$ cat src/hw/rtl/whs_pkg.sv
`timescale 1ns / 1ps
// ----------------------------------------------------------------------------
// whs_pkg
// Shared constants, codes and control types of the 64-bit word stream hash.
// ----------------------------------------------------------------------------
package whs_pkg;

	localparam int          LENGTH_BITS = 32;
	localparam logic [31:0] LEN_MASK    = (LENGTH_BITS >= 32) ? 32'hFFFF_FFFF :
	                                      32'((64'd1 << LENGTH_BITS) - 64'd1);
	localparam logic [63:0] MUL_C       = 64'hc6a4_a793_5bd1_e995;
	localparam int          SHIFT_C     = 47;

	// multiplier operand select
	localparam logic [2:0] OP_LEN  = 3'd0;
	localparam logic [2:0] OP_WORD = 3'd1;
	localparam logic [2:0] OP_PART = 3'd2;
	localparam logic [2:0] OP_XSH  = 3'd3;
	localparam logic [2:0] OP_HXK  = 3'd4;

	typedef struct packed {
		logic       load;
		logic       start;
		logic [2:0] opsel;
		logic       wb_seed;
		logic       wb_h;
		logic       out_load;
	} cmd_t;

	typedef struct packed {
		logic mul_done;
		logic mul_busy;
		logic tail_nz;
	} status_t;

endpackage

$ cat src/hw/rtl/whs_msg_if.sv
`timescale 1ns / 1ps
// ----------------------------------------------------------------------------
// whs_msg_if
// Message word channel: one request carries one 64-bit word and its flags.
// ----------------------------------------------------------------------------
interface whs_msg_if;
	logic        valid;
	logic        ready;
	logic [63:0] word;
	logic [31:0] message_length;
	logic        first;
	logic        last;

	modport source (output valid, output word, output message_length,
		output first, output last, input ready);
	modport sink (input valid, input word, input message_length,
		input first, input last, output ready);
endinterface

$ cat src/hw/rtl/whs_res_if.sv
`timescale 1ns / 1ps
// ----------------------------------------------------------------------------
// whs_res_if
// Result channel: one request carries one finalized 64-bit hash.
// ----------------------------------------------------------------------------
interface whs_res_if;
	logic        valid;
	logic        ready;
	logic [63:0] hash;

	modport source (output valid, output hash, input ready);
	modport sink (input valid, input hash, output ready);
endinterface

$ cat src/hw/rtl/whs_mul.sv
`timescale 1ns / 1ps
// ----------------------------------------------------------------------------
// whs_mul
// Iterative 64-bit multiply by the hash constant, low 64 bits of the product,
// one 32x32 partial product per cycle.
// ----------------------------------------------------------------------------
module whs_mul (
	input  logic        clk,
	input  logic        arst_n,
	input  logic        start,
	input  logic [63:0] a,
	output logic        busy,
	output logic        done,
	output logic [63:0] result
);

	logic [1:0]  cnt_q;
	logic        run_q;
	logic        done_q;
	logic [63:0] a_q;
	logic [63:0] acc_q;
	logic [31:0] x;
	logic [31:0] y;
	logic [63:0] prod;

	always_comb begin
		case (cnt_q)
			2'd0: begin
				x = a_q[31:0];
				y = whs_pkg::MUL_C[31:0];
			end
			2'd1: begin
				x = a_q[31:0];
				y = whs_pkg::MUL_C[63:32];
			end
			default: begin
				x = a_q[63:32];
				y = whs_pkg::MUL_C[31:0];
			end
		endcase
	end

	assign prod = 64'(x) * 64'(y);

	always_ff @(posedge clk or negedge arst_n) begin
		if (!arst_n) begin
			cnt_q  <= 2'd0;
			run_q  <= 1'b0;
			done_q <= 1'b0;
		end else begin
			done_q <= run_q && (cnt_q == 2'd2);
			if (start) begin
				cnt_q <= 2'd0;
				run_q <= 1'b1;
			end else if (run_q) begin
				if (cnt_q == 2'd2) begin
					run_q <= 1'b0;
				end else begin
					cnt_q <= cnt_q + 2'd1;
				end
			end
		end
	end

	always_ff @(posedge clk) begin
		if (start) begin
			a_q <= a;
		end
		if (run_q) begin
			if (cnt_q == 2'd0) begin
				acc_q <= prod;
			end else begin
				acc_q <= acc_q + {prod[31:0], 32'd0};
			end
		end
	end

	assign busy   = run_q;
	assign done   = done_q;
	assign result = acc_q;

endmodule

$ cat src/hw/rtl/whs_dp.sv
`timescale 1ns / 1ps
// ----------------------------------------------------------------------------
// whs_dp
// Hash datapath: word and length capture, running hash, tail size,
// multiplier operand selection and the result register.
// ----------------------------------------------------------------------------
module whs_dp (
	input  logic             clk,
	input  logic             arst_n,
	input  whs_pkg::cmd_t    cmd,
	output whs_pkg::status_t st,
	input  logic [63:0]      seed,
	input  logic [63:0]      word,
	input  logic [31:0]      message_length,
	output logic [63:0]      hash
);

	logic [63:0] word_q;
	logic [31:0] len_q;
	logic [63:0] h_q;
	logic [2:0]  tail_q;
	logic [63:0] hash_q;
	logic [63:0] opnd;
	logic [63:0] keep;
	logic [63:0] acc;
	logic [63:0] acc_xsh;
	logic        mul_done;
	logic        mul_busy;

	assign keep    = ~(64'hFFFF_FFFF_FFFF_FFFF << {tail_q, 3'b000});
	assign acc_xsh = acc ^ (acc >> whs_pkg::SHIFT_C);

	always_comb begin
		case (cmd.opsel)
			whs_pkg::OP_LEN:  opnd = {32'd0, len_q};
			whs_pkg::OP_WORD: opnd = word_q;
			whs_pkg::OP_PART: opnd = h_q ^ (word_q & keep);
			whs_pkg::OP_XSH:  opnd = acc_xsh;
			whs_pkg::OP_HXK:  opnd = h_q ^ acc;
			default:          opnd = word_q;
		endcase
	end

	whs_mul u_mul (
		.clk    (clk),
		.arst_n (arst_n),
		.start  (cmd.start),
		.a      (opnd),
		.busy   (mul_busy),
		.done   (mul_done),
		.result (acc)
	);

	always_ff @(posedge clk or negedge arst_n) begin
		if (!arst_n) begin
			h_q    <= 64'd0;
			tail_q <= 3'd0;
		end else begin
			if (cmd.wb_seed) begin
				h_q    <= seed ^ acc;
				tail_q <= len_q[2:0];
			end else if (cmd.wb_h) begin
				h_q <= acc;
			end
		end
	end

	always_ff @(posedge clk) begin
		if (cmd.load) begin
			word_q <= word;
			len_q  <= message_length & whs_pkg::LEN_MASK;
		end
		if (cmd.out_load) begin
			hash_q <= acc_xsh;
		end
	end

	assign st.mul_done = mul_done;
	assign st.mul_busy = mul_busy;
	assign st.tail_nz  = (tail_q != 3'd0);
	assign hash        = hash_q;

endmodule

$ cat src/hw/rtl/whs_ctrl.sv
`timescale 1ns / 1ps
// ----------------------------------------------------------------------------
// whs_ctrl
// Sequencer: orders seeding, word mixing, fold-in and finalization, and owns
// the input ready and the result valid.
// ----------------------------------------------------------------------------
module whs_ctrl (
	input  logic             clk,
	input  logic             arst_n,
	input  logic             in_valid,
	output logic             in_ready,
	input  logic             in_first,
	input  logic             in_last,
	output logic             out_valid,
	input  logic             out_ready,
	output whs_pkg::cmd_t    cmd,
	input  whs_pkg::status_t st
);

	localparam logic [3:0] S_IDLE   = 4'd0;
	localparam logic [3:0] S_SEED   = 4'd1;
	localparam logic [3:0] S_SEED_W = 4'd2;
	localparam logic [3:0] S_BRANCH = 4'd3;
	localparam logic [3:0] S_K1_W   = 4'd4;
	localparam logic [3:0] S_K2_W   = 4'd5;
	localparam logic [3:0] S_H_W    = 4'd6;
	localparam logic [3:0] S_FIN_W  = 4'd7;
	localparam logic [3:0] S_OUT    = 4'd8;

	logic [3:0] state_q;
	logic [3:0] state_d;
	logic       last_q;
	logic       out_valid_q;
	logic       accept;
	logic       slot_free;

	assign in_ready  = (state_q == S_IDLE);
	assign accept    = in_valid && in_ready;
	assign slot_free = !out_valid_q || out_ready;

	always_comb begin
		cmd      = '0;
		cmd.load = accept;
		state_d  = state_q;
		case (state_q)
			S_IDLE: begin
				if (accept) begin
					state_d = in_first ? S_SEED : S_BRANCH;
				end
			end
			S_SEED: begin
				cmd.start = 1'b1;
				cmd.opsel = whs_pkg::OP_LEN;
				state_d   = S_SEED_W;
			end
			S_SEED_W: begin
				if (st.mul_done) begin
					cmd.wb_seed = 1'b1;
					state_d     = S_BRANCH;
				end
			end
			S_BRANCH: begin
				cmd.start = 1'b1;
				if (last_q && st.tail_nz) begin
					cmd.opsel = whs_pkg::OP_PART;
					state_d   = S_H_W;
				end else begin
					cmd.opsel = whs_pkg::OP_WORD;
					state_d   = S_K1_W;
				end
			end
			S_K1_W: begin
				if (st.mul_done) begin
					cmd.start = 1'b1;
					cmd.opsel = whs_pkg::OP_XSH;
					state_d   = S_K2_W;
				end
			end
			S_K2_W: begin
				if (st.mul_done) begin
					cmd.start = 1'b1;
					cmd.opsel = whs_pkg::OP_HXK;
					state_d   = S_H_W;
				end
			end
			S_H_W: begin
				if (st.mul_done) begin
					cmd.wb_h = 1'b1;
					if (last_q) begin
						cmd.start = 1'b1;
						cmd.opsel = whs_pkg::OP_XSH;
						state_d   = S_FIN_W;
					end else begin
						state_d = S_IDLE;
					end
				end
			end
			S_FIN_W: begin
				if (st.mul_done) begin
					state_d = S_OUT;
				end
			end
			S_OUT: begin
				if (slot_free) begin
					cmd.out_load = 1'b1;
					state_d      = S_IDLE;
				end
			end
			default: begin
				state_d = S_IDLE;
			end
		endcase
	end

	always_ff @(posedge clk or negedge arst_n) begin
		if (!arst_n) begin
			state_q     <= S_IDLE;
			last_q      <= 1'b0;
			out_valid_q <= 1'b0;
		end else begin
			state_q <= state_d;
			if (accept) begin
				last_q <= in_last;
			end
			if (cmd.out_load) begin
				out_valid_q <= 1'b1;
			end else if (out_ready) begin
				out_valid_q <= 1'b0;
			end
		end
	end

	assign out_valid = out_valid_q;

endmodule

$ cat src/hw/rtl/word_stream_hash_64.sv
`timescale 1ns / 1ps
// ----------------------------------------------------------------------------
// word_stream_hash_64
// 64-bit multiply-xorshift hash over a message streamed as 64-bit words.
// ----------------------------------------------------------------------------
// Usage:
//   msg  : one request per little-endian word; first marks the opening word
//          and brings message_length, last marks the closing word.
//   res  : one request per message, holding the finalized hash.
//   APB  : seed register at address 0, 64-bit data; user writes it only while idle (not enforced).
// Multiply: every 64-bit multiply runs on one shared 32x32 unit. A first word
//   adds seeding; a last word adds finalization and the output load.
// Stall: the result sits in an output register; the next word is accepted
//   while it waits, and the next result is held back until the slot frees.
// Reset: seed, running hash and tail size clear to zero; no result pending.
// ----------------------------------------------------------------------------
module word_stream_hash_64 (
	input  logic        clk,
	input  logic        arst_n,
	whs_msg_if.sink     msg,
	whs_res_if.source   res,
	input  logic        psel,
	input  logic        penable,
	input  logic        pwrite,
	input  logic [2:0]  paddr,
	input  logic [63:0] pwdata,
	output logic [63:0] prdata,
	output logic        pready
);

	logic [63:0]      seed_q;
	whs_pkg::cmd_t    cmd;
	whs_pkg::status_t st;

	assign pready = 1'b1;
	assign prdata = (paddr == 3'd0) ? seed_q : 64'd0;

	always_ff @(posedge clk or negedge arst_n) begin
		if (!arst_n) begin
			seed_q <= 64'd0;
		end else if (psel && penable && pwrite && pready && (paddr == 3'd0)) begin
			seed_q <= pwdata;
		end
	end

	whs_ctrl u_ctrl (
		.clk       (clk),
		.arst_n    (arst_n),
		.in_valid  (msg.valid),
		.in_ready  (msg.ready),
		.in_first  (msg.first),
		.in_last   (msg.last),
		.out_valid (res.valid),
		.out_ready (res.ready),
		.cmd       (cmd),
		.st        (st)
	);

	whs_dp u_dp (
		.clk            (clk),
		.arst_n         (arst_n),
		.cmd            (cmd),
		.st             (st),
		.seed           (seed_q),
		.word           (msg.word),
		.message_length (msg.message_length),
		.hash           (res.hash)
	);

`ifndef SYNTHESIS
	a_ready_mul_idle: assert property (@(posedge clk) disable iff (!arst_n)
		msg.ready |-> !st.mul_busy)
		else $error("word accepted while multiplier busy");

	a_load_slot_free: assert property (@(posedge clk) disable iff (!arst_n)
		cmd.out_load |-> (!res.valid || res.ready))
		else $error("result overwritten before delivery");

	a_start_idle: assert property (@(posedge clk) disable iff (!arst_n)
		cmd.start |-> !st.mul_busy)
		else $error("multiply started while previous one runs");
`endif

endmodule
$ cat src/flat_wrapper.sv
// flat-port wrapper written by rule: the top's interface ports become plain ports
module word_stream_hash_64_flat 
  (clk, arst_n, psel, penable, pwrite, paddr, pwdata, prdata, pready, msg_valid, msg_word, msg_message_length, msg_first, msg_last, msg_ready, res_valid, res_hash, res_ready);
  whs_msg_if msg_i ();
  whs_res_if res_i ();
  input  logic clk;
  input  logic arst_n;
  input  logic psel;
  input  logic penable;
  input  logic pwrite;
  input  logic [2:0] paddr;
  input  logic [63:0] pwdata;
  output logic [63:0] prdata;
  output logic pready;
  input wire logic [$bits(msg_i.valid)-1:0] msg_valid;
  input wire logic [$bits(msg_i.word)-1:0] msg_word;
  input wire logic [$bits(msg_i.message_length)-1:0] msg_message_length;
  input wire logic [$bits(msg_i.first)-1:0] msg_first;
  input wire logic [$bits(msg_i.last)-1:0] msg_last;
  output wire logic [$bits(msg_i.ready)-1:0] msg_ready;
  output wire logic [$bits(res_i.valid)-1:0] res_valid;
  output wire logic [$bits(res_i.hash)-1:0] res_hash;
  input wire logic [$bits(res_i.ready)-1:0] res_ready;
  assign msg_i.valid = msg_valid;
  assign msg_i.word = msg_word;
  assign msg_i.message_length = msg_message_length;
  assign msg_i.first = msg_first;
  assign msg_i.last = msg_last;
  assign msg_ready = msg_i.ready;
  assign res_valid = res_i.valid;
  assign res_hash = res_i.hash;
  assign res_i.ready = res_ready;
  word_stream_hash_64 u_core (.clk(clk), .arst_n(arst_n), .msg(msg_i), .res(res_i), .psel(psel), .penable(penable), .pwrite(pwrite), .paddr(paddr), .pwdata(pwdata), .prdata(prdata), .pready(pready));
endmodule
$ cat config.mk
export PLATFORM = sky130hd
export DESIGN_NAME = word_stream_hash_64_flat
export DESIGN_NICKNAME = d
export VERILOG_FILES = /design/src/hw/rtl/whs_pkg.sv /design/src/hw/rtl/whs_msg_if.sv /design/src/hw/rtl/whs_res_if.sv /design/src/hw/rtl/whs_mul.sv /design/src/hw/rtl/whs_dp.sv /design/src/hw/rtl/whs_ctrl.sv /design/src/hw/rtl/word_stream_hash_64.sv /design/src/flat_wrapper.sv
export SDC_FILE = /design/constraint.sdc
export NUM_CORES = 2
export LEC_CHECK = 0
export ABC_AREA = 1
export ABC_CLOCK_PERIOD_IN_PS = 26000
export BUFFER_PORTS_ARGS = -buffer_cell sky130_fd_sc_hd__buf_2
export CORE_MARGIN = 2
export CORE_UTILIZATION = 35
export DETAILED_ROUTE_END_ITERATION = 7
export MAX_ROUTING_LAYER = met4
export SYNTH_ARGS = -nofsm -noshare
export SYNTH_HDL_FRONTEND = slang
export SYNTH_SLANG_ARGS = --single-unit
$ cat constraint.sdc
create_clock -name clk -period 26 [get_ports clk]
set_clock_uncertainty 0.2 [all_clocks]
set_input_delay 1.3 -clock clk [delete_from_list [all_inputs] [get_ports clk]]
set_output_delay 1.3 -clock clk [all_outputs]
set_load 0.02 [all_outputs]
# --- After elaboration in Yosys (flattened, before gate mapping) ---
# Cells that the tools add are included.
# Widths: inputs -> output; s select.
totals:
  word_cells: 101
  output_inout_bits: 131
  in_bits: 172
  ff_bits: 429
op_classes:
  multipliers: 1
  n_eq_ne: 21
  n_shift: 1
  n_mux: 37
  n_reduce_logical: 19
  addsub: 2
  bitwise: 6
op_table:
  columns: ["operator", "count"]
  rows:
  - ["$mux 64", 4]
  - ["$pmux 64 s4", 1]
  - ["$xor 64x64->64", 3]
  - ["$add 64x64->64", 1]
  - ["$and 64x64->64", 1]
  - ["$mul 32x32->64", 1]
  - ["$mux 32", 2]
  - ["$not 64->64", 1]
  - ["$shl 64x6->64 const A", 1]
  - ["$xor 64x17->64", 1]
  - ["$mux 4", 11]
  - ["$pmux 4 s9", 1]
  - ["$pmux 4 s5", 1]
  - ["$eq 4x3->1 const B", 4]
  - ["$ne 2x1->1 const B", 7]
  - ["$mux 2", 6]
  - ["$mux 1", 10]
  - ["$eq 4x2->1 const B", 2]
  - ["$reduce_and 7->1", 1]
  - ["$eq 3x2->1 const B", 2]
  - ["$logic_and 1x1->1", 6]
  - ["$logic_not 3->1", 2]
  - ["$reduce_bool 2->1", 3]
  - ["$eq 4x1->1 const B", 1]
  - ["14 further kinds", 14]

# --- Depth between registers and ports, before layout ---
depth:
  depth_word: 6
  ltp_mapped: 48
  depth_no_buf: 46

# --- Hierarchy ---
# Synthesis repeated with hierarchy kept, for this count alone.
hier_totals:
  hier_cells: 5412
  area_unflattened_um2: 48346.4
by_module_without_submodules:
  columns: ["mod", "cells_each", "area_each_um2", "seq_area_each_um2", "instances"]
  rows:
  - ["whs_mul", 3642, 32358.5, 3943.8, 1]
  - ["whs_dp", 1259, 11791.3, 6481.2, 1]
  - ["word_stream_hash_64", 427, 3671.0, 1601.5, 1]
  - ["whs_ctrl", 84, 525.5, 150.1, 1]

# --- Worst setup path after synthesis ---
# OpenSTA, ideal clock, no wires.
synth_timing:
  path_kind: "input to register"
  from: "input port msg_valid"
  to: "register u_core.u_ctrl.last_q"
  stages: 3
  path_buffers: 0
  t_arrival_ps: 8850
  setup_ps: 98
  path_slack_ps: 16851
  required_ps: 25702
  path_cell_list: "inv_1 -> nor3_1 -> mux2_2"
synth_lines:
  columns: ["element", "line", "text"]
  rows:
  - ["start: declaration", "flat_wrapper.sv:15", "input wire logic [$bits(msg_i.valid)-1:0] msg_valid;"]
  - ["end signal: assignment", "whs_ctrl.sv:123", "last_q <= in_last;"]
  - ["end: declaration", "whs_ctrl.sv:32", "logic last_q;"]

# --- Worst setup path in the final report ---
layout_timing:
  from: "register u_core.u_dp.u_mul.cnt_q[1]"
  to: "register u_core.u_dp.u_mul.acc_q[61] (netlist: u_core.u_dp.u_mul.result[61]) (data pin)"
layout_via:
  elab_chain_len: 6
  word_cells_on_any_way: 8
  classes_between: "add/sub (1); mul (1); eq/ne (1); mux (3); reduce/logical (2)"
layout_rtl:
  columns: ["element", "line", "text"]
  rows:
  - ["start: declaration", "whs_mul.sv:17", "logic [1:0] cnt_q;"]
  - ["start signal: assignment", "whs_mul.sv:59", "cnt_q <= cnt_q + 2'd1;"]
  - ["$eq 2x1->1 / $logic_not 2->1 (equally long branches)", "whs_mul.sv:27, whs_mul.sv:70", null]
  - ["$reduce_or 2->1 (no line)", null, null]
  - ["$mux 32", "whs_mul.sv:27", "case (cnt_q)"]
  - ["$mul 32x32->64", "whs_mul.sv:43", "assign prod = 64'(x) * 64'(y);"]
  - ["$add 64x64->64", "whs_mul.sv:73", "acc_q <= acc_q + {prod[31:0], 32'd0};"]
  - ["$mux 64 (*)", "whs_mul.sv:70", "if (cnt_q == 2'd0) begin"]
  - ["end signal: assignment", "whs_mul.sv:71", "acc_q <= prod;"]
  - ["end signal: assignment", "whs_mul.sv:73", null]
  - ["end: declaration", "whs_mul.sv:21", "logic [63:0] acc_q;"]
# Mark *: on every way between the ends. The rest lies on a longest branch, timed or not.
# A chain may end at the register's enable or synchronous reset.

==> results by group <==
Placed design
  – Dpl hpwl: 155,000 um
  – Port Buffer Count: 301
  – RD Place Congestion: 1.04
  – Post-Place Cells: 7,200

Synthesis
  – Unique masters post-synth: just over 50
  – Area leader, netlist: fa_1
  – Mapped Area: 0.0465 mm2
  – Synth top area share: 0.261
  – Flops & latches, synth: between 400 and 500
  – Mean post-synth cell area: between 8 and 9 um2
  – Top cells by area, synth: fa_1 26%, edfxtp_1 19%, ha_1 12%
  – Synth Warn #: 0
  – Post-synthesis sequential area ratio: 0.262
  – Synth Instances: 5,210

Routing
  – ANT nets after route: 0
  – DRC: 0
  – Via density: 5.07
  – Initial DRC Count: between 3,000 and 4,000
  – Routed WL: approximately 180,000 um
  – First drt pass iteration count: 7
  – Avg WL per Cell: 25.0 um
  – Routed via count: 37,000

Die
  – Starting density of the core: 0.353
  – Die span in x: 369 um
  – DIE HEIGHT: 369 um
  – Site Rows: 133
  – I/O pins: 303
  – Die Area: 0.136 mm2
  – Core area: 0.132 mm2

Power
  – Leak: between 20 and 30 nW
  – Pwr/cell area: 30.7 mW/mm2
  – Worst VDD drop: 0.0473 mV

GRT
  – Total congestion overflow: 0
  – Initial antenna violation count: 9
  – Total GRT Usage: 0.277
  – Largest net degree at the start of global routing: 129
  – Vias in the first global route: 37,800
  – First-pass GRT wire length: 264,000 um

Clock tree
  – H-Tree Depth: 2
  – Worst-path clk slew: 0.07 ns
  – Hold_buf cts: 0
  – Clock sinks: ~430
  – Postcts setup bufs: 0
  – CTS buffer count: 46
  – CTS Buffer Depth: 3
  – Worst skew pair latency: 0.60 ns
  – CTS tree: built
  – Resized cells post-CTS: 0
  – CTS Root Cell: clkbuf_16

Layout
  – Commonest non-fill, non-tap cell in the layout: inv_1
  – Final net count: around 6,700
  – Most frequent cells in the layout: 1,235 x inv_1, 860 x nand2_1, 607 x fa_1, 437 x ha_1, 412 x nor2_1
  – Multi-input gate area: 0.0291 mm2
  – Layout cells sized above 1: 0.0942
  – Register area: between 0.01 and 0.015 mm2
  – Post-route insts no fill: 7,295
  – FILL cells: between 10,000 and 15,000
  – Synth-to-layout area growth: 11.1%

Setup path
  – Startpoint types: flip-flop
  – CP dominant cell by count: inv_1
  – Critical path capture point type: flip-flop
  – Worst EP arrival: 12.39 ns
  – WS Path Type: flip-flop to flip-flop
  – Crit-path slowest cell: o21ai_1
  – Req. time, crit path: 26.14 ns
  – Crit path max fanout: 40
  – Max incr delay on CP: 1.07 ns

Timing
  – Setup violators final: 0
  – Fmax: approximately 82 MHz
  – Final hold vios: 0
  – Minimum clock period after layout: approximately 12 ns
  – Slew of the pin with the lowest slew margin: 1.31 ns
  – Max-slew violations: 0
  – Final period utilization: 0.471
  – Setup TNS: 0 ns
  – Normalized max-slew margin: 0.121
  – RSZ-0062 raised after global routing: no

Min path
  – Hold WC Path Type: flip-flop to flip-flop

Run status
  – Status: finished clean

Run
  – Max Cap Viol: 0
final cells by class:
| type | count | area share |
|---|---|---|
| clock buffer | 63 | 0.0253 |
| multi-input combinational | 3403 | 0.564 |
| clock inverter | 22 | 0.00303 |
| inverter | 1257 | 0.0914 |
| tap | 1755 | 0.0425 |
| timing repair buffer | 357 | 0.0374 |
| sequential | 429 | 0.236 |
| antenna | 9 | 0.000436 |
report_power, final:
group          total, W  internal (W)  switching [W]
logic          0.000169     0.0000525       0.000116
registers      0.000769      0.000751      0.0000182
clock network  0.000648      0.000364       0.000285
total           0.00159       0.00117       0.000419
kinds of logic after synthesis:
group                      count (synthesis)  synth area share
and+or+nand+nor                         1583             0.139
muxes                                     43           0.00979
xor gates and xnor gates                 134            0.0252
buffers and inverters                   1382             0.113
other                                      2          0.000161
AOI/OAI and AO/OA                        591            0.0709
adders and majority gates               1046             0.379
DFF                                      429             0.262
cell usage after synthesis, drive strengths merged:
library cell,number
o221ai,26
nor2,426
xor2,121
o21a,9
dfrtp,141
nand3b,3
and3,1
xnor2,13
or3,1
nor4,1
o22ai,1
a21oi,175
clkbuf,83
a221oi,3
inv,1255
fa,607
nor3,30
or2,51
a31o,3
nand3,177
a21o,6
o2111ai,15
o41ai,1
conb,2
ha,439
mux2i,23
o21bai,12
o31ai,1
nand4,33
mux2,20
edfxtp,288
clkinv,2
a21boi,5
nand2,860
o21ai,311
o211ai,6
buf,42
a31oi,17
worst max-delay path, delay by kind of cell (launching register included):
kind                     cells  cell delay [ns]
XOR/XNOR                     1             0.42
flip-flops                   1             0.38
AND/OR/NAND/NOR             11             2.54
buffers and inverters        8             1.03
AO/OA/AOI/OAI                6             1.96
adder cells (fa/ha/maj)     11             5.47
worst paths after layout:
kind | startpoint | end | slack (ns) | cells past startpoint
max | u_core.u_dp.u_mul.cnt_q[1] | u_core.u_dp.u_mul.result[61] | 13.75 | 37
max reg2reg | u_core.u_dp.u_mul.cnt_q[1] | u_core.u_dp.u_mul.result[61] | 13.75 | 37
max in group asynchronous | arst_n | u_core.u_dp.h_q[62] | 23.53 | 2
min reg2reg | u_core.u_dp.u_mul.result[21] | u_core.u_dp.hash[21] | 0.28 | 0
min in group asynchronous | arst_n | u_core.seed_q[38] | 0.57 | 1
min | u_core.u_dp.u_mul.result[21] | u_core.u_dp.hash[21] | 0.28 | 0
per-layer routing:
metal / vias up / track usage / wire length, um
met5: - / - / 0
met4: 0 / 0.0943 / 7410
met3: 253 / 0.0299 / 11100
met2: 1460 / 0.452 / 87700
met1: 18500 / 0.358 / 76000
li1: 16700 / - / -
sequential cells by signal, summed over array words and instances, names as in the netlist:
signal                    cells
u_core.u_dp.tail_q            3
u_core.u_dp.u_mul.result     64
u_core.u_ctrl.last_q          1
u_core.u_dp.u_mul.a_q        64
u_core.u_dp.hash             64
u_core.u_dp.len_q            32
u_core.u_dp.u_mul.cnt_q       2
u_core.u_dp.word_q           64
u_core.u_ctrl.state_q         4
u_core.u_dp.h_q              64
u_core.u_ctrl.out_valid       1
u_core.seed_q                64
u_core.u_dp.u_mul.done        1
u_core.u_dp.u_mul.busy        1
through the flow:
step	utilization	total power [W]	setup WS (ns)	instance area, um2	hold WS [ns]
after floorplan	-	0.000867	16.85	46500	0.226
after global placement	0.381	0.000950	13.46	50100	0.275
after CTS	0.392	0.00159	13.62	51600	0.281
after detailed placement	0.381	0.000949	13.68	50200	0.284
final	0.392	0.00159	13.75	51600	0.279
after global routing	0.392	0.00164	13.31	51600	0.300
Power figures use the tool's default switching activity.
